--- src/sv/jrms_pkg.sv ---
// Shared types, widths and constants for the joint range motor sequencer.
// No dependencies; every other file of the block but the assertion header imports this package.
package jrms_pkg;

    // Field widths
    localparam int SUM_W       = 12;
    localparam int REF_W       = 13;
    localparam int MODE_W      = 2;
    localparam int LIMIT_W     = 9;
    localparam int SPEED_W     = 7;
    localparam int MINUTES_W   = 10;
    localparam int ANGLE_W     = 12;
    localparam int ELAPSED_W   = 16;
    localparam int CFG_ADDR_W  = 3;
    localparam int CFG_DATA_W  = 13;

    // Number of 8-bit readings summed into one sample
    localparam int AVG_COUNT   = 10;

    // angle_tenths = floor(sum * ref_mv * 640 / (AVG_COUNT * 255000)) - 1900
    localparam int     PROD_W      = SUM_W + REF_W;
    localparam longint SCALE_NUM   = 640;
    localparam longint SCALE_DEN   = longint'(AVG_COUNT) * 255000;
    localparam int     NUM_W       = PROD_W + 10;
    localparam int     DEN_W       = $clog2(SCALE_DEN + 1);
    localparam int     RECIP_SHIFT = PROD_W + 2;
    localparam longint RECIP       = ((longint'(1) << RECIP_SHIFT) * SCALE_NUM) / SCALE_DEN;
    localparam longint Q_MAX       = ((longint'(1) << PROD_W) - 1) * SCALE_NUM / SCALE_DEN;
    localparam int     Q_W         = $clog2(Q_MAX + 2);
    localparam int     MUL_W       = RECIP_SHIFT + Q_W;
    localparam int     CMP_W       = ((Q_W > 13) ? Q_W : 13) + 2;

    localparam int ANGLE_OFFSET      = 1900;
    localparam int ANGLE_SAT         = 2047;
    localparam int TENTHS_PER_DEG    = 10;
    localparam int WINDOW_MARGIN     = 10;
    localparam int PERIODS_PER_MIN   = 60;

    typedef enum logic [MODE_W-1:0] {
        MODE_REPEAT  = 2'd0,
        MODE_STRETCH = 2'd1,
        MODE_BEND    = 2'd2
    } mode_t;

    localparam logic OP_START  = 1'b0;
    localparam logic OP_SAMPLE = 1'b1;

    localparam logic [CFG_ADDR_W-1:0] REG_MODE    = 3'd0;
    localparam logic [CFG_ADDR_W-1:0] REG_MAX     = 3'd1;
    localparam logic [CFG_ADDR_W-1:0] REG_MIN     = 3'd2;
    localparam logic [CFG_ADDR_W-1:0] REG_SPEED   = 3'd3;
    localparam logic [CFG_ADDR_W-1:0] REG_MINUTES = 3'd4;
    localparam logic [CFG_ADDR_W-1:0] REG_REF     = 3'd5;

    typedef struct packed {
        logic [MODE_W-1:0]         mode;
        logic signed [LIMIT_W-1:0] max_angle;
        logic signed [LIMIT_W-1:0] min_angle;
        logic [SPEED_W-1:0]        drive_speed;
        logic [MINUTES_W-1:0]      run_minutes;
        logic [REF_W-1:0]          ref_mv;
    } cfg_t;

    // Converter beat: op code, floor quotient, nonzero remainder flag
    typedef struct packed {
        logic           op;
        logic [Q_W-1:0] quot;
        logic           rem_nz;
    } conv_t;

endpackage

--- src/sv/jrms_stream_if.sv ---
// Valid/ready channel interfaces for command and result beats.
// Depends on jrms_pkg for field widths.
interface jrms_cmd_if;
    import jrms_pkg::*;

    logic             valid;
    logic             ready;
    logic             op;
    logic [SUM_W-1:0] adc_sum;

    modport source (output valid, output op, output adc_sum, input ready);
    modport sink   (input valid, input op, input adc_sum, output ready);
endinterface

interface jrms_res_if;
    import jrms_pkg::*;

    logic                      valid;
    logic                      ready;
    logic                      motor_enable;
    logic                      motor_direction;
    logic [SPEED_W-1:0]        pwm_duty;
    logic                      run_done;
    logic signed [ANGLE_W-1:0] angle_tenths;

    modport source (output valid, output motor_enable, output motor_direction,
                    output pwm_duty, output run_done, output angle_tenths, input ready);
    modport sink   (input valid, input motor_enable, input motor_direction,
                    input pwm_duty, input run_done, input angle_tenths, output ready);
endinterface

--- src/sv/jrms_cfg_regs.sv ---
// Configuration register file with a plain write port.
// Depends on jrms_pkg.
module jrms_cfg_regs (
    input  logic                               clk,
    input  logic                               rst_n,
    input  logic                               we,
    input  logic [jrms_pkg::CFG_ADDR_W-1:0]    addr,
    input  logic [jrms_pkg::CFG_DATA_W-1:0]    data,
    output jrms_pkg::cfg_t                     cfg,
    output logic                               speed_wr
);
    import jrms_pkg::*;

    cfg_t cfg_reg;
    cfg_t cfg_next;

    always_comb
    begin
        cfg_next = cfg_reg;
        if (we)
        begin
            unique case (addr)
                REG_MODE:    cfg_next.mode        = data[MODE_W-1:0];
                REG_MAX:     cfg_next.max_angle   = data[LIMIT_W-1:0];
                REG_MIN:     cfg_next.min_angle   = data[LIMIT_W-1:0];
                REG_SPEED:   cfg_next.drive_speed = data[SPEED_W-1:0];
                REG_MINUTES: cfg_next.run_minutes = data[MINUTES_W-1:0];
                REG_REF:     cfg_next.ref_mv      = data[REF_W-1:0];
                default:     cfg_next = cfg_reg;
            endcase
        end
    end

    always_ff @(posedge clk or negedge rst_n)
    begin
        if (!rst_n)
        begin
            cfg_reg.mode        <= MODE_W'(MODE_REPEAT);
            cfg_reg.max_angle   <= LIMIT_W'(130);
            cfg_reg.min_angle   <= LIMIT_W'(8);
            cfg_reg.drive_speed <= SPEED_W'(1);
            cfg_reg.run_minutes <= MINUTES_W'(1);
            cfg_reg.ref_mv      <= REF_W'(3300);
        end
        else
        begin
            cfg_reg <= cfg_next;
        end
    end

    assign cfg      = cfg_reg;
    // Pulse on a drive speed write: restores the speed after a finished run
    assign speed_wr = we && (addr == REG_SPEED);

endmodule

--- src/sv/jrms_angle_conv.sv ---
// Pipelined sample-to-angle converter: product, reciprocal multiply,
// back-multiply and remainder correction. Depends on jrms_pkg and jrms_cmd_if.
module jrms_angle_conv (
    input  logic                          clk,
    input  logic                          rst_n,
    jrms_cmd_if.sink                      cmd,
    input  logic [jrms_pkg::REF_W-1:0]    ref_mv,
    output logic                          out_valid,
    input  logic                          out_ready,
    output jrms_pkg::conv_t               out_data
);
    import jrms_pkg::*;

    logic              v1_reg, v2_reg, v3_reg, v4_reg, v5_reg;
    logic              rdy1, rdy2, rdy3, rdy4, rdy5;
    logic              op1_reg, op2_reg, op3_reg, op4_reg;
    logic [SUM_W-1:0]  sum1_reg;
    logic [PROD_W-1:0] prod2_reg;
    logic [Q_W-1:0]    qe3_reg, qe4_reg;
    logic [NUM_W-1:0]  num3_reg, num4_reg, qd4_reg;
    conv_t             res5_reg;

    logic [MUL_W-1:0]  recip_prod;
    logic [NUM_W-1:0]  num_calc;
    logic [NUM_W-1:0]  rem;
    conv_t             res5_next;

    // Each stage takes a beat when it is empty or its beat moves on
    assign rdy5      = !v5_reg || out_ready;
    assign rdy4      = !v4_reg || rdy5;
    assign rdy3      = !v3_reg || rdy4;
    assign rdy2      = !v2_reg || rdy3;
    assign rdy1      = !v1_reg || rdy2;
    assign cmd.ready = rdy1;

    assign recip_prod = MUL_W'(prod2_reg) * MUL_W'(RECIP);
    // times 640 as shift and add
    assign num_calc   = (NUM_W'(prod2_reg) << 9) + (NUM_W'(prod2_reg) << 7);

    // Estimate is at most one low: fold one divisor back in when needed
    always_comb
    begin
        rem              = num4_reg - qd4_reg;
        res5_next.op     = op4_reg;
        if (rem >= NUM_W'(SCALE_DEN))
        begin
            res5_next.quot   = qe4_reg + Q_W'(1);
            res5_next.rem_nz = (rem != NUM_W'(SCALE_DEN));
        end
        else
        begin
            res5_next.quot   = qe4_reg;
            res5_next.rem_nz = (rem != '0);
        end
    end

    always_ff @(posedge clk or negedge rst_n)
    begin
        if (!rst_n)
        begin
            v1_reg <= 1'b0;
            v2_reg <= 1'b0;
            v3_reg <= 1'b0;
            v4_reg <= 1'b0;
            v5_reg <= 1'b0;
        end
        else
        begin
            if (rdy1) v1_reg <= cmd.valid;
            if (rdy2) v2_reg <= v1_reg;
            if (rdy3) v3_reg <= v2_reg;
            if (rdy4) v4_reg <= v3_reg;
            if (rdy5) v5_reg <= v4_reg;
        end
    end

    always_ff @(posedge clk)
    begin
        if (rdy1)
        begin
            op1_reg  <= cmd.op;
            sum1_reg <= cmd.adc_sum;
        end
        if (rdy2)
        begin
            op2_reg   <= op1_reg;
            prod2_reg <= PROD_W'(sum1_reg) * PROD_W'(ref_mv);
        end
        if (rdy3)
        begin
            op3_reg  <= op2_reg;
            qe3_reg  <= recip_prod[RECIP_SHIFT +: Q_W];
            num3_reg <= num_calc;
        end
        if (rdy4)
        begin
            op4_reg  <= op3_reg;
            qe4_reg  <= qe3_reg;
            num4_reg <= num3_reg;
            qd4_reg  <= NUM_W'(qe3_reg) * NUM_W'(SCALE_DEN);
        end
        if (rdy5)
        begin
            res5_reg <= res5_next;
        end
    end

    assign out_valid = v5_reg;
    assign out_data  = res5_reg;

endmodule

--- src/sv/jrms_seq_ctrl.sv ---
// Run sequencer: limit compares, excursion latch, period counter and the
// registered result beat. Depends on jrms_pkg and jrms_res_if.
module jrms_seq_ctrl (
    input  logic               clk,
    input  logic               rst_n,
    input  jrms_pkg::cfg_t     cfg,
    input  logic               speed_wr,
    input  logic               in_valid,
    output logic               in_ready,
    input  jrms_pkg::conv_t    in_data,
    jrms_res_if.source         res
);
    import jrms_pkg::*;

    function automatic logic signed [CMP_W-1:0] to_base(
        input logic signed [LIMIT_W-1:0] deg,
        input int                        margin
    );
        logic signed [CMP_W-1:0] deg_x;
        deg_x   = CMP_W'(deg);
        to_base = deg_x * CMP_W'(TENTHS_PER_DEG) + CMP_W'(ANGLE_OFFSET + margin);
    endfunction

    logic                  active_reg, active_next;
    logic                  latch_reg, latch_next;
    logic                  dir_reg, dir_next;
    logic                  cut_reg, cut_next;
    logic                  done_reg, done_next;
    logic [MODE_W-1:0]     run_mode_reg, run_mode_next;
    logic [ELAPSED_W-1:0]  elapsed_reg, elapsed_next;

    logic                      out_valid_reg;
    logic                      out_enable_reg;
    logic                      out_dir_reg;
    logic [SPEED_W-1:0]        out_duty_reg;
    logic                      out_done_reg;
    logic signed [ANGLE_W-1:0] out_angle_reg;
    logic signed [ANGLE_W-1:0] angle_next;

    logic                      load;
    logic signed [CMP_W-1:0]   q_s;
    logic signed [CMP_W-1:0]   lo_base, hi_base, dir_base, max_base, min_base;
    logic signed [CMP_W-1:0]   angle_full;
    logic [ELAPSED_W-1:0]      run_limit;
    logic                      low, high, past_dir, outside, count;

    assign in_ready = !out_valid_reg || res.ready;
    assign load     = in_valid && in_ready;

    assign q_s       = $signed(CMP_W'(in_data.quot));
    assign lo_base   = to_base(cfg.min_angle, WINDOW_MARGIN);
    assign hi_base   = to_base(cfg.max_angle, WINDOW_MARGIN);
    assign dir_base  = to_base(cfg.max_angle, -WINDOW_MARGIN);
    assign max_base  = to_base(cfg.max_angle, 0);
    assign min_base  = to_base(cfg.min_angle, 0);
    assign run_limit = ELAPSED_W'(cfg.run_minutes) * ELAPSED_W'(PERIODS_PER_MIN);

    // Exact compares against integer thresholds: below is quotient < base,
    // above is quotient > base or equal with a nonzero remainder
    assign low      = q_s < lo_base;
    assign high     = (q_s > hi_base) || ((q_s == hi_base) && in_data.rem_nz);
    assign past_dir = (q_s > dir_base) || ((q_s == dir_base) && in_data.rem_nz);
    assign outside  = low || high;
    assign angle_full = q_s - CMP_W'(ANGLE_OFFSET);

    always_comb
    begin
        active_next   = active_reg;
        latch_next    = latch_reg;
        dir_next      = dir_reg;
        cut_next      = cut_reg;
        done_next     = done_reg;
        run_mode_next = run_mode_reg;
        elapsed_next  = elapsed_reg;
        angle_next    = '0;
        count         = 1'b0;

        if (in_data.op == OP_START)
        begin
            run_mode_next = cfg.mode;
            latch_next    = 1'b0;
            elapsed_next  = '0;
            done_next     = 1'b0;
            active_next   = 1'b1;
            unique case (cfg.mode)
                MODE_REPEAT:  dir_next = dir_reg;
                MODE_STRETCH: dir_next = 1'b0;
                MODE_BEND:    dir_next = 1'b1;
                default:
                begin
                    active_next = 1'b0;
                    done_next   = 1'b1;
                end
            endcase
        end
        else
        begin
            if (angle_full > CMP_W'(ANGLE_SAT))
                angle_next = ANGLE_W'(ANGLE_SAT);
            else
                angle_next = angle_full[ANGLE_W-1:0];

            if (active_reg)
            begin
                unique case (run_mode_reg)
                    MODE_REPEAT:
                    begin
                        if (outside)
                        begin
                            if (!latch_reg)
                            begin
                                latch_next = 1'b1;
                                if (low)
                                    dir_next = 1'b0;
                                if (past_dir)
                                    dir_next = 1'b1;
                                count = 1'b1;
                            end
                        end
                        else
                        begin
                            latch_next = 1'b0;
                            count      = 1'b1;
                        end
                        if (count && (elapsed_reg != '1))
                            elapsed_next = elapsed_reg + ELAPSED_W'(1);
                        if (elapsed_next >= run_limit)
                        begin
                            active_next = 1'b0;
                            done_next   = 1'b1;
                            cut_next    = 1'b1;
                        end
                    end
                    MODE_STRETCH:
                    begin
                        if (q_s >= max_base)
                        begin
                            active_next = 1'b0;
                            done_next   = 1'b1;
                        end
                    end
                    MODE_BEND:
                    begin
                        if (!((q_s > min_base) || ((q_s == min_base) && in_data.rem_nz)))
                        begin
                            active_next = 1'b0;
                            done_next   = 1'b1;
                        end
                    end
                    default:
                    begin
                        active_next = 1'b0;
                    end
                endcase
            end
        end
    end

    always_ff @(posedge clk or negedge rst_n)
    begin
        if (!rst_n)
        begin
            active_reg    <= 1'b0;
            latch_reg     <= 1'b0;
            dir_reg       <= 1'b0;
            cut_reg       <= 1'b0;
            done_reg      <= 1'b0;
            run_mode_reg  <= MODE_W'(MODE_REPEAT);
            elapsed_reg   <= '0;
            out_valid_reg <= 1'b0;
        end
        else
        begin
            if (speed_wr)
                cut_reg <= 1'b0;
            else if (load)
                cut_reg <= cut_next;
            if (load)
            begin
                active_reg   <= active_next;
                latch_reg    <= latch_next;
                dir_reg      <= dir_next;
                done_reg     <= done_next;
                run_mode_reg <= run_mode_next;
                elapsed_reg  <= elapsed_next;
            end
            if (in_ready)
                out_valid_reg <= in_valid;
        end
    end

    always_ff @(posedge clk)
    begin
        if (load)
        begin
            out_enable_reg <= active_next;
            out_dir_reg    <= dir_next;
            out_duty_reg   <= cut_next ? '0 : cfg.drive_speed;
            out_done_reg   <= done_next;
            out_angle_reg  <= angle_next;
        end
    end

    assign res.valid           = out_valid_reg;
    assign res.motor_enable    = out_enable_reg;
    assign res.motor_direction = out_dir_reg;
    assign res.pwm_duty        = out_duty_reg;
    assign res.run_done        = out_done_reg;
    assign res.angle_tenths    = out_angle_reg;

endmodule

--- src/sv/joint_range_motor_sequencer.sv ---
// Top level of the joint range motor sequencer.
// Depends on jrms_pkg, jrms_stream_if, jrms_cfg_regs, jrms_angle_conv, jrms_seq_ctrl.

// Each command beat yields exactly one result beat, in order. A start beat
// (op 0) arms the mode held in the mode register; a sample beat (op 1) carries
// the sum of AVG_COUNT 8-bit readings, is turned into an angle in tenths of a
// degree (floor of sum*ref_mv*64/255000, minus 1900, capped at 2047) and moves
// the run forward. The block takes one beat per clock unless the sink stalls. A
// beat passes five converter stages (input register, sum times reference,
// reciprocal multiply, back-multiply, remainder fix-up) and one in the
// sequencer, whose output register holds the result beat. Every stage has its
// own valid bit, so bubbles close up and a new command is taken while a finished
// result still waits on a stalled sink. Configuration is to be written through
// cfg_we/cfg_addr/cfg_data only while no beat is in flight (unenforced); a drive
// speed write also restores the speed after a repeat run has cut it.
module joint_range_motor_sequencer (
    input  logic                               clk,
    input  logic                               rst_n,
    input  logic                               cfg_we,
    input  logic [jrms_pkg::CFG_ADDR_W-1:0]    cfg_addr,
    input  logic [jrms_pkg::CFG_DATA_W-1:0]    cfg_data,
    jrms_cmd_if.sink                           cmd,
    jrms_res_if.source                         result
);
    import jrms_pkg::*;

    cfg_t  cfg;
    logic  speed_wr;
    logic  conv_valid;
    logic  conv_ready;
    conv_t conv_data;

    // Register file: mode, limits, speed, run length, ADC reference
    jrms_cfg_regs u_cfg (
        .clk      (clk),
        .rst_n    (rst_n),
        .we       (cfg_we),
        .addr     (cfg_addr),
        .data     (cfg_data),
        .cfg      (cfg),
        .speed_wr (speed_wr)
    );

    // Angle converter: quotient and remainder flag for exact limit compares
    jrms_angle_conv u_conv (
        .clk       (clk),
        .rst_n     (rst_n),
        .cmd       (cmd),
        .ref_mv    (cfg.ref_mv),
        .out_valid (conv_valid),
        .out_ready (conv_ready),
        .out_data  (conv_data)
    );

    // Sequencer: advance the run state once per beat and register the result
    jrms_seq_ctrl u_seq (
        .clk      (clk),
        .rst_n    (rst_n),
        .cfg      (cfg),
        .speed_wr (speed_wr),
        .in_valid (conv_valid),
        .in_ready (conv_ready),
        .in_data  (conv_data),
        .res      (result)
    );

endmodule

--- src/flat_wrapper.sv ---
// flat-port wrapper written by rule: the top's interface ports become plain ports
module joint_range_motor_sequencer_flat import jrms_pkg::*;
  (clk, rst_n, cfg_we, cfg_addr, cfg_data, cmd_valid, cmd_op, cmd_adc_sum, cmd_ready, result_valid, result_motor_enable, result_motor_direction, result_pwm_duty, result_run_done, result_angle_tenths, result_ready);
  jrms_cmd_if cmd_i ();
  jrms_res_if result_i ();
  input  logic clk;
  input  logic rst_n;
  input  logic cfg_we;
  input  logic [jrms_pkg::CFG_ADDR_W-1:0] cfg_addr;
  input  logic [jrms_pkg::CFG_DATA_W-1:0] cfg_data;
  input wire logic [$bits(cmd_i.valid)-1:0] cmd_valid;
  input wire logic [$bits(cmd_i.op)-1:0] cmd_op;
  input wire logic [$bits(cmd_i.adc_sum)-1:0] cmd_adc_sum;
  output wire logic [$bits(cmd_i.ready)-1:0] cmd_ready;
  output wire logic [$bits(result_i.valid)-1:0] result_valid;
  output wire logic [$bits(result_i.motor_enable)-1:0] result_motor_enable;
  output wire logic [$bits(result_i.motor_direction)-1:0] result_motor_direction;
  output wire logic [$bits(result_i.pwm_duty)-1:0] result_pwm_duty;
  output wire logic [$bits(result_i.run_done)-1:0] result_run_done;
  output wire logic [$bits(result_i.angle_tenths)-1:0] result_angle_tenths;
  input wire logic [$bits(result_i.ready)-1:0] result_ready;
  assign cmd_i.valid = cmd_valid;
  assign cmd_i.op = cmd_op;
  assign cmd_i.adc_sum = cmd_adc_sum;
  assign cmd_ready = cmd_i.ready;
  assign result_valid = result_i.valid;
  assign result_motor_enable = result_i.motor_enable;
  assign result_motor_direction = result_i.motor_direction;
  assign result_pwm_duty = result_i.pwm_duty;
  assign result_run_done = result_i.run_done;
  assign result_angle_tenths = result_i.angle_tenths;
  assign result_i.ready = result_ready;
  joint_range_motor_sequencer u_core (.clk(clk), .rst_n(rst_n), .cfg_we(cfg_we), .cfg_addr(cfg_addr), .cfg_data(cfg_data), .cmd(cmd_i), .result(result_i));
endmodule
--- config.mk ---
export PLATFORM = sky130hd
export DESIGN_NAME = joint_range_motor_sequencer_flat
export DESIGN_NICKNAME = d
export VERILOG_FILES = /design/src/sv/jrms_pkg.sv /design/src/sv/jrms_stream_if.sv /design/src/sv/jrms_cfg_regs.sv /design/src/sv/jrms_angle_conv.sv /design/src/sv/jrms_seq_ctrl.sv /design/src/sv/joint_range_motor_sequencer.sv /design/src/flat_wrapper.sv
export SDC_FILE = /design/constraint.sdc
export NUM_CORES = 2
export LEC_CHECK = 0
export BUFFER_PORTS_ARGS = -buffer_cell sky130_fd_sc_hd__buf_2
export CORE_UTILIZATION = 35
export DETAILED_ROUTE_END_ITERATION = 12
export PLACE_DENSITY_LB_ADDON = 0.1
export SLEW_MARGIN = 20
export SYNTH_ARGS = -nofsm -noshare
export SYNTH_HDL_FRONTEND = slang
export SYNTH_SLANG_ARGS = --single-unit
--- constraint.sdc ---
create_clock -name clk -period 8.4 [get_ports clk]
set_clock_uncertainty 0.2 [all_clocks]
set_input_delay 1.26 -clock clk [delete_from_list [all_inputs] [get_ports clk]]
set_output_delay 1.26 -clock clk [all_outputs]
set_load 0.01 [all_outputs]
==> Word-level counts from Yosys, hierarchy flattened <==
Index checks and enable logic that the tools add are counted.
{ "totals": {"wordCells": 163, "ff_bits": 287, "mem_bits_ro": 0, "latchBits": 0, "memories": 0, "out_inout_bits": 24, "in_bits": 34, "mem_bits_rw": 0} }
{ "op_classes": {"n_mux": 46, "n_bitwise": 1, "shifts": 0, "n_eq_ne": 16, "n_reduce_logical": 37, "n_lt_le_gt_ge": 8, "n_mul": 6, "n_addsub": 10, "div_mod_pow": 0} }
{ "ops": {"columns": ["cell", "count"], "rows": [
  ["16-bit 2-to-1 mux", 7],
  ["14-bit by 12-bit adder with 15-bit output, second input constant", 5],
  ["25-bit by 15-bit multiplier with 40-bit output, second input constant", 1],
  ["34-bit by 32-bit adder with 35-bit output", 1],
  ["35-bit by 22-bit >= comparator with 1-bit output, second input constant", 1],
  ["35-bit by 22-bit != test with 1-bit output, second input constant", 1],
  ["35-bit nonzero test", 1],
  ["35-bit subtractor", 1],
  ["1-bit 2-to-1 mux", 34],
  ["15-bit by 16-bit == test with 1-bit output", 2],
  ["15-bit by 16-bit greater-than comparator with 1-bit output", 2],
  ["14-bit by 18-bit multiplier with 31-bit output, second input constant", 1],
  ["9-bit by 4-bit multiplier with 13-bit output, second input constant", 2],
  ["12-bit by 13-bit multiplier with 25-bit output", 1],
  ["16-bit by 1-bit adder with 16-bit output, second input constant", 1],
  ["16-bit >= comparator", 1],
  ["15-bit by 16-bit < comparator with 1-bit output", 1],
  ["16-bit != test, second input constant", 1],
  ["15-bit == test", 1],
  ["15-bit >= comparator", 1],
  ["15-bit by 12-bit greater-than comparator with 1-bit output, second input constant", 1],
  ["15-bit greater-than comparator", 1],
  ["15-bit 2-to-1 mux", 1],
  ["14-bit by 11-bit subtractor with 15-bit output, second input constant", 1],
  ["other kinds (22)", 54]
]} }

==> Depth between registers and ports, before layout <==
{ "logic_depth": {"depth_word": 22, "ltp_mapped": 37} }

==> Modules after synthesis <==
From an unflattened synthesis, not the netlist that was laid out.
{ "unflattened": {"cells_unflattened": 3308, "area_unflattened_um2": 33228.1} }
{ "modules_own_cells": {"columns": ["module", "area_per_inst_um2", "n_inst", "cells_each"], "rows": [
  ["jrms_angle_conv", 23669.0, 1, 2309],
  ["jrms_seq_ctrl", 7643.6, 1, 888],
  ["jrms_cfg_regs", 1915.6, 1, 111]
]} }

==> Worst setup path after synthesis <==
Ideal clock, no wire load.
{ "synth_path": {"path_type": "reg2reg", "start": "register u_core.u_cfg.cfg_reg (netlist bit u_core.u_cfg.cfg[40])", "end": "register u_core.u_seq.out_duty_reg[0] (netlist: u_core.u_seq.res.pwm_duty[0]) (data pin)", "path_slack_ps": 1177, "required_ps": 8040, "stages_incl_launch_ff": 37, "arrival_ps": 6864, "synth_period_minus_slack_ps": 7223, "cell_sequence": "dfstp_2 > ha_1 > ha_1 > inv_1 > fa_1 > nor2b_1 > o31a_1 > a21oi_1 > nor2_1 > nand2_1 > a21oi_1 > o21bai_1 > a21oi_1 > nor2_1 > ha_1 > a211o_1 > a221oi_1 > a211oi_1 > a21oi_1 > nand4_1 > nor2_1 > o2111ai_1 > nor2_1 > xor2_1 > ha_1 > a21o_1 > a21o_1 > a21o_1 > a21o_1 > a21o_1 > a21o_1 > a21o_1 > a211oi_1 > a21oi_2 > nor2b_1 > clkbuf_1 > nor3b_1"} }
{ "synth_between": {"elab_chain_len": 20, "elab_cells_between_ends": 21, "classes_between": "add/sub (1); mul (1); order compare (2); eq/ne (1); mux (12); reduce/logical (4)"} }
{ "synth_lines": {"columns": ["element", "line", "rtl"], "rows": [
  ["start: declaration", "jrms_cfg_regs.sv:14", "cfg_t cfg_reg;"],
  ["start signal: assignment", "jrms_cfg_regs.sv:47", "cfg_reg <= cfg_next;"],
  ["9-bit by 4-bit multiplier with 13-bit output (*)", "jrms_seq_ctrl.sv:21", "to_base = deg_x * CMP_W'(TENTHS_PER_DEG) + CMP_W'(ANGLE_OFFSET + margin);"],
  ["14-bit by 12-bit adder with 15-bit output (*)", "jrms_seq_ctrl.sv:21", null],
  ["branches (longest 2 deep; another with 15-bit by 16-bit greater-than comparator with 1-bit output)", null, null],
  ["1-bit logical OR (*)", "jrms_seq_ctrl.sv:61", "assign high = (q_s > hi_base) || ((q_s == hi_base) && in_data.rem_nz);"],
  ["1-bit logical OR (*)", "jrms_seq_ctrl.sv:63", "assign outside = low || high;"],
  ["1-bit 2-to-1 mux (*)", "jrms_seq_ctrl.sv:108", "if (outside)"],
  ["1-bit 2-to-1 mux (*)", "jrms_seq_ctrl.sv:105", "unique case (run_mode_reg)"],
  ["1-bit 2-to-1 mux (*)", "jrms_seq_ctrl.sv:103", "if (active_reg)"],
  ["[... 3 more ...]", null, null],
  ["16-bit 2-to-1 mux (*)", "jrms_seq_ctrl.sv:105", null],
  ["16-bit 2-to-1 mux (*)", "jrms_seq_ctrl.sv:103", null],
  ["16-bit 2-to-1 mux (*)", "jrms_seq_ctrl.sv:78", "if (in_data.op == OP_START)"],
  ["16-bit >= comparator (*)", "jrms_seq_ctrl.sv:127", "if (elapsed_next >= run_limit)"],
  ["1-bit 2-to-1 mux (*)", "jrms_seq_ctrl.sv:127", null],
  ["1-bit 2-to-1 mux (*)", "jrms_seq_ctrl.sv:105", null],
  ["1-bit 2-to-1 mux (*)", "jrms_seq_ctrl.sv:103", null],
  ["1-bit 2-to-1 mux (*)", "jrms_seq_ctrl.sv:78", null],
  ["end signal: assignment", "jrms_seq_ctrl.sv:198", "out_duty_reg <= cut_next ? '0 : cfg.drive_speed;"],
  ["end: declaration", "jrms_seq_ctrl.sv:35", "logic [SPEED_W-1:0] out_duty_reg;"]
]} }
Mark *: on every way between the ends. The select of a mux whose other input is x is not followed.
A chain may end at the register's enable or synchronous reset.

==> Worst setup path after layout <==
{ "layout_path": {"start": "register u_core.u_cfg.cfg_reg (netlist bit u_core.u_cfg.cfg[33])", "end": "register u_core.u_seq.out_duty_reg[6] (netlist: u_core.u_seq.res.pwm_duty[6]) (data pin)"} }
{ "layout_between": {"elab_chain_len": 18} }
{ "layout_lines": {"columns": ["element", "line", "rtl"], "rows": [
  ["9-bit by 4-bit multiplier with 13-bit output", "jrms_seq_ctrl.sv:21", null],
  ["14-bit by 12-bit adder with 15-bit output", "jrms_seq_ctrl.sv:21", null],
  ["15-bit by 16-bit < comparator with 1-bit output", "jrms_seq_ctrl.sv:60", "assign low = q_s < lo_base;"],
  ["1-bit logical OR", "jrms_seq_ctrl.sv:63", null],
  ["1-bit 2-to-1 mux", "jrms_seq_ctrl.sv:108", null],
  ["1-bit 2-to-1 mux", "jrms_seq_ctrl.sv:105", null],
  ["1-bit 2-to-1 mux", "jrms_seq_ctrl.sv:103", null],
  ["1-bit 2-to-1 mux", "jrms_seq_ctrl.sv:78", null],
  ["[... 2 more ...]", null, null],
  ["16-bit 2-to-1 mux", "jrms_seq_ctrl.sv:105", null],
  ["16-bit 2-to-1 mux", "jrms_seq_ctrl.sv:103", null],
  ["16-bit 2-to-1 mux", "jrms_seq_ctrl.sv:78", null],
  ["16-bit >= comparator", "jrms_seq_ctrl.sv:127", null],
  ["1-bit 2-to-1 mux", "jrms_seq_ctrl.sv:127", null],
  ["1-bit 2-to-1 mux", "jrms_seq_ctrl.sv:105", null],
  ["1-bit 2-to-1 mux", "jrms_seq_ctrl.sv:103", null],
  ["1-bit 2-to-1 mux", "jrms_seq_ctrl.sv:78", null]
]} }
No other way between the ends. The select of a mux whose other input is x is not followed.

==> results.json <==
{
  "grt_overflow": 0,
  "fin_nets": 4201,
  "place_inst": 4511,
  "via_per_inst": 5.05,
  "ios": 58,
  "crit_path_start_kind": "flip-flop",
  "clock-sinks": 272,
  "cts_htree_levels": 2,
  "crit_slowest_cell": "dfstp_2",
  "synth_cells": 3264,
  "synth_nets": 4157,
  "clk_latency_ps": 590,
  "ys_warn_count": 0,
  "route.detailed.drc": 0,
  "post_drt_wl_per_cell_um": 17.8,
  "grt_max_degree": 80,
  "hold_buffers": 0,
  "start_util_pct": 35.6,
  "critPathKind": "reg -> reg",
  "drive_gt1_share_pct": 6.95,
  "status": "completed",
  "cpMostUsedCell": "a21o_1",
  "path_clk_slew_ps": 60,
  "max_freq_mhz": 126,
  "cts_tree": "yes",
  "syn_area_per_cell_um2": 10.0,
  "ys_async_sr_fraction_pct": 29.0,
  "ys_ff_latch": 272,
  "cts_root_buffer": "clkbuf_16",
  "hpwl_mm": 66.1,
  "yosys.cell_types.count": 88,
  "die_area_um2": 94900,
  "area_growth_pct": 9.42,
  "r2r-start": "u_core.u_cfg.cfg[33]",
  "largest_register_ffs": 50,
  "hold_start": "u_core.u_conv.op1_reg",
  "postLayoutCellArea_um2": 35900,
  "placed_cell_area_um2": 34500,
  "slowest_delay_ps": 550,
  "grt_pass1_wl_mm": 133,
  "drt_first_pass_iters": 7,
  "post-route-period-util_pct": 94.4,
  "synth_top_area_share_pct": 20.6,
  "hold_path.class": "reg -> reg",
  "layout_commonest_cell": "ha_1",
  "slew_viol_final": 0,
  "antenna_found_initial": 3,
  "synth_edf_count": 193,
  "track_usage_pct": 17.7,
  "ant_nets": 0,
  "final_cell_mix": "ha_1, inv_1, fa_1",
  "clockBufferDepth": 3,
  "drt_iter0_drc": 1219,
  "slew_headroom_pct": 31.4,
  "period_minus_slack_ps": 7930,
  "setup_viol": 0,
  "cts_buffers": 38,
  "gp_congestion": 0.888,
  "worstMarginPinSlew_ps": 1030,
  "synth.area.top_cells": "ha_1, fa_1, edfxtp_1",
  "fin_cells": 4581,
  "crit_arrival_ps": 8130,
  "synth_top_area_cell": "ha_1",
  "critPathLaunch": "u_core.u_cfg.cfg[33]",
  "cap_violations": 0,
  "port_buffers": 57,
  "critPathRequiredTime_ps": 8600,
  "ys.flop_type": "edfxtp_1",
  "hold_viol": 0,
  "rows": 111,
  "ys_seq_area_share_pct": 23.7,
  "cp_max_fo": 7,
  "via_count": 23150,
  "chipWidth_um": 308,
  "endpoint_kind": "flip-flop",
  "fp.dieH_um": 308,
  "drt_wl_total_mm": 81.7,
  "grt_pass1_vias": 24204,
  "synthesis.area_um2": 32800,
  "core-area_um2": 92200
}
[per-layer routing]
layer	share of wire (%)	track usage [%]	vias to the layer above
li1	-	-	11238
met1	49	25.0	11549
met2	46	28.8	288
met3	3.0	2.17	75
met4	1.7	4.00	0
met5	0	0	-
[through the flow]
step	worst slack (ps)	setup TNS, ps	hold slack [ps]	utilization [%]
2_1_floorplan	1180	0	200	-
3_3_place_gp	594	0	205	37.4
3_5_place_dp	507	0	206	37.4
4_1_cts	439	0	217	38.9
5_1_grt	-6.30	-6.30	219	38.9
6_report	472	0	212	38.9
[worst max-delay path: cells and delay by family, from the launching register on]
kind / cells / cell delay [ps]
AO/OA/AOI/OAI: 18 / 4000
adder cells (fa/ha/maj): 5 / 1300
XOR/XNOR: 2 / 270
flip-flops: 1 / 550
AND/OR/NAND/NOR: 8 / 1350
buffers and inverters: 1 / 70
[synthesized netlist by cell type, types with 5 or more instances]
cell type    n
dfstp_2     11
nand3_1     64
and2_1      73
edfxtp_1   193
a2111oi_0    6
nor4b_1      7
and4_1      12
or4_1        5
a21boi_0     6
nor4_1      13
nand2_1    219
a31o_2       5
nand4_1     29
nand3b_1     9
a21oi_1    138
a31oi_1     32
nor3_1      43
o21a_1      27
o211ai_1    13
o21ba_2      5
a211oi_1    17
o21bai_1    14
nor3b_1     15
xor2_1      72
inv_1      517
a41oi_1      6
o21ai_0    105
nor2_1     152
nor2b_1     39
mux2i_1      8
xnor2_1    117
clkbuf_1    57
or3_1       13
or2_2       15
fa_1       318
o31a_1       5
a21o_1      72
buf_1        5
ha_1       541
dfrtp_1     68
mux2_2      47
nand2b_1    34
and3_1      25
[final timing paths]
check / cells past startpoint / end / slack [ps]
worst min register to register: 0 / u_core.u_conv.op2_reg / 210
worst max register to register: 34 / u_core.u_seq.res.pwm_duty[6] / 470
worst min-delay path: 0 / u_core.u_conv.op2_reg / 210
worst max-delay path: 34 / u_core.u_seq.res.pwm_duty[6] / 470
max in group asynchronous: 1 / u_core.u_cfg.cfg[49] / 6920
min in group asynchronous: 1 / u_core.u_cfg.cfg[28] / 520
[cell families (layout without fill, tap and decap cells)]
| logic type | after synthesis | after routing | synth area share (%) |
|---|---|---|---|
| adders and majority gates | 859 | 859 | 40.1 |
| AOI/OAI and AO/OA | 523 | 523 | 10.5 |
| muxes | 56 | 56 | 1.89 |
| buffers and inverters | 584 | 657 | 6.72 |
| xor gates and xnor gates | 189 | 189 | 5.05 |
| other | 0 | 1 | 0 |
| and+or+nand+nor | 781 | 781 | 12.0 |
| DFF | 272 | 272 | 23.7 |
[final cells by class]
cell class / instances / area, um^2
repair buffers: 71 / 397
multi-input cells: 2408 / 22800
inverters: 517 / 1940
flip-flops and latches: 272 / 7790
fillers: 9203 / 56300
clock inverters: 20 / 327
diodes: 1 / 2.50
well taps: 1243 / 1560
clock buffers: 49 / 1020
[timing repair]
action / in CTS / in global routing
setup buffers: 0 / 0
gates resized for setup: 0 / 5
setup endpoints to repair: 0 / 8
Power is not shown: default switching activity piles up to over one toggle a cycle in this logic, so the estimate is an artifact.
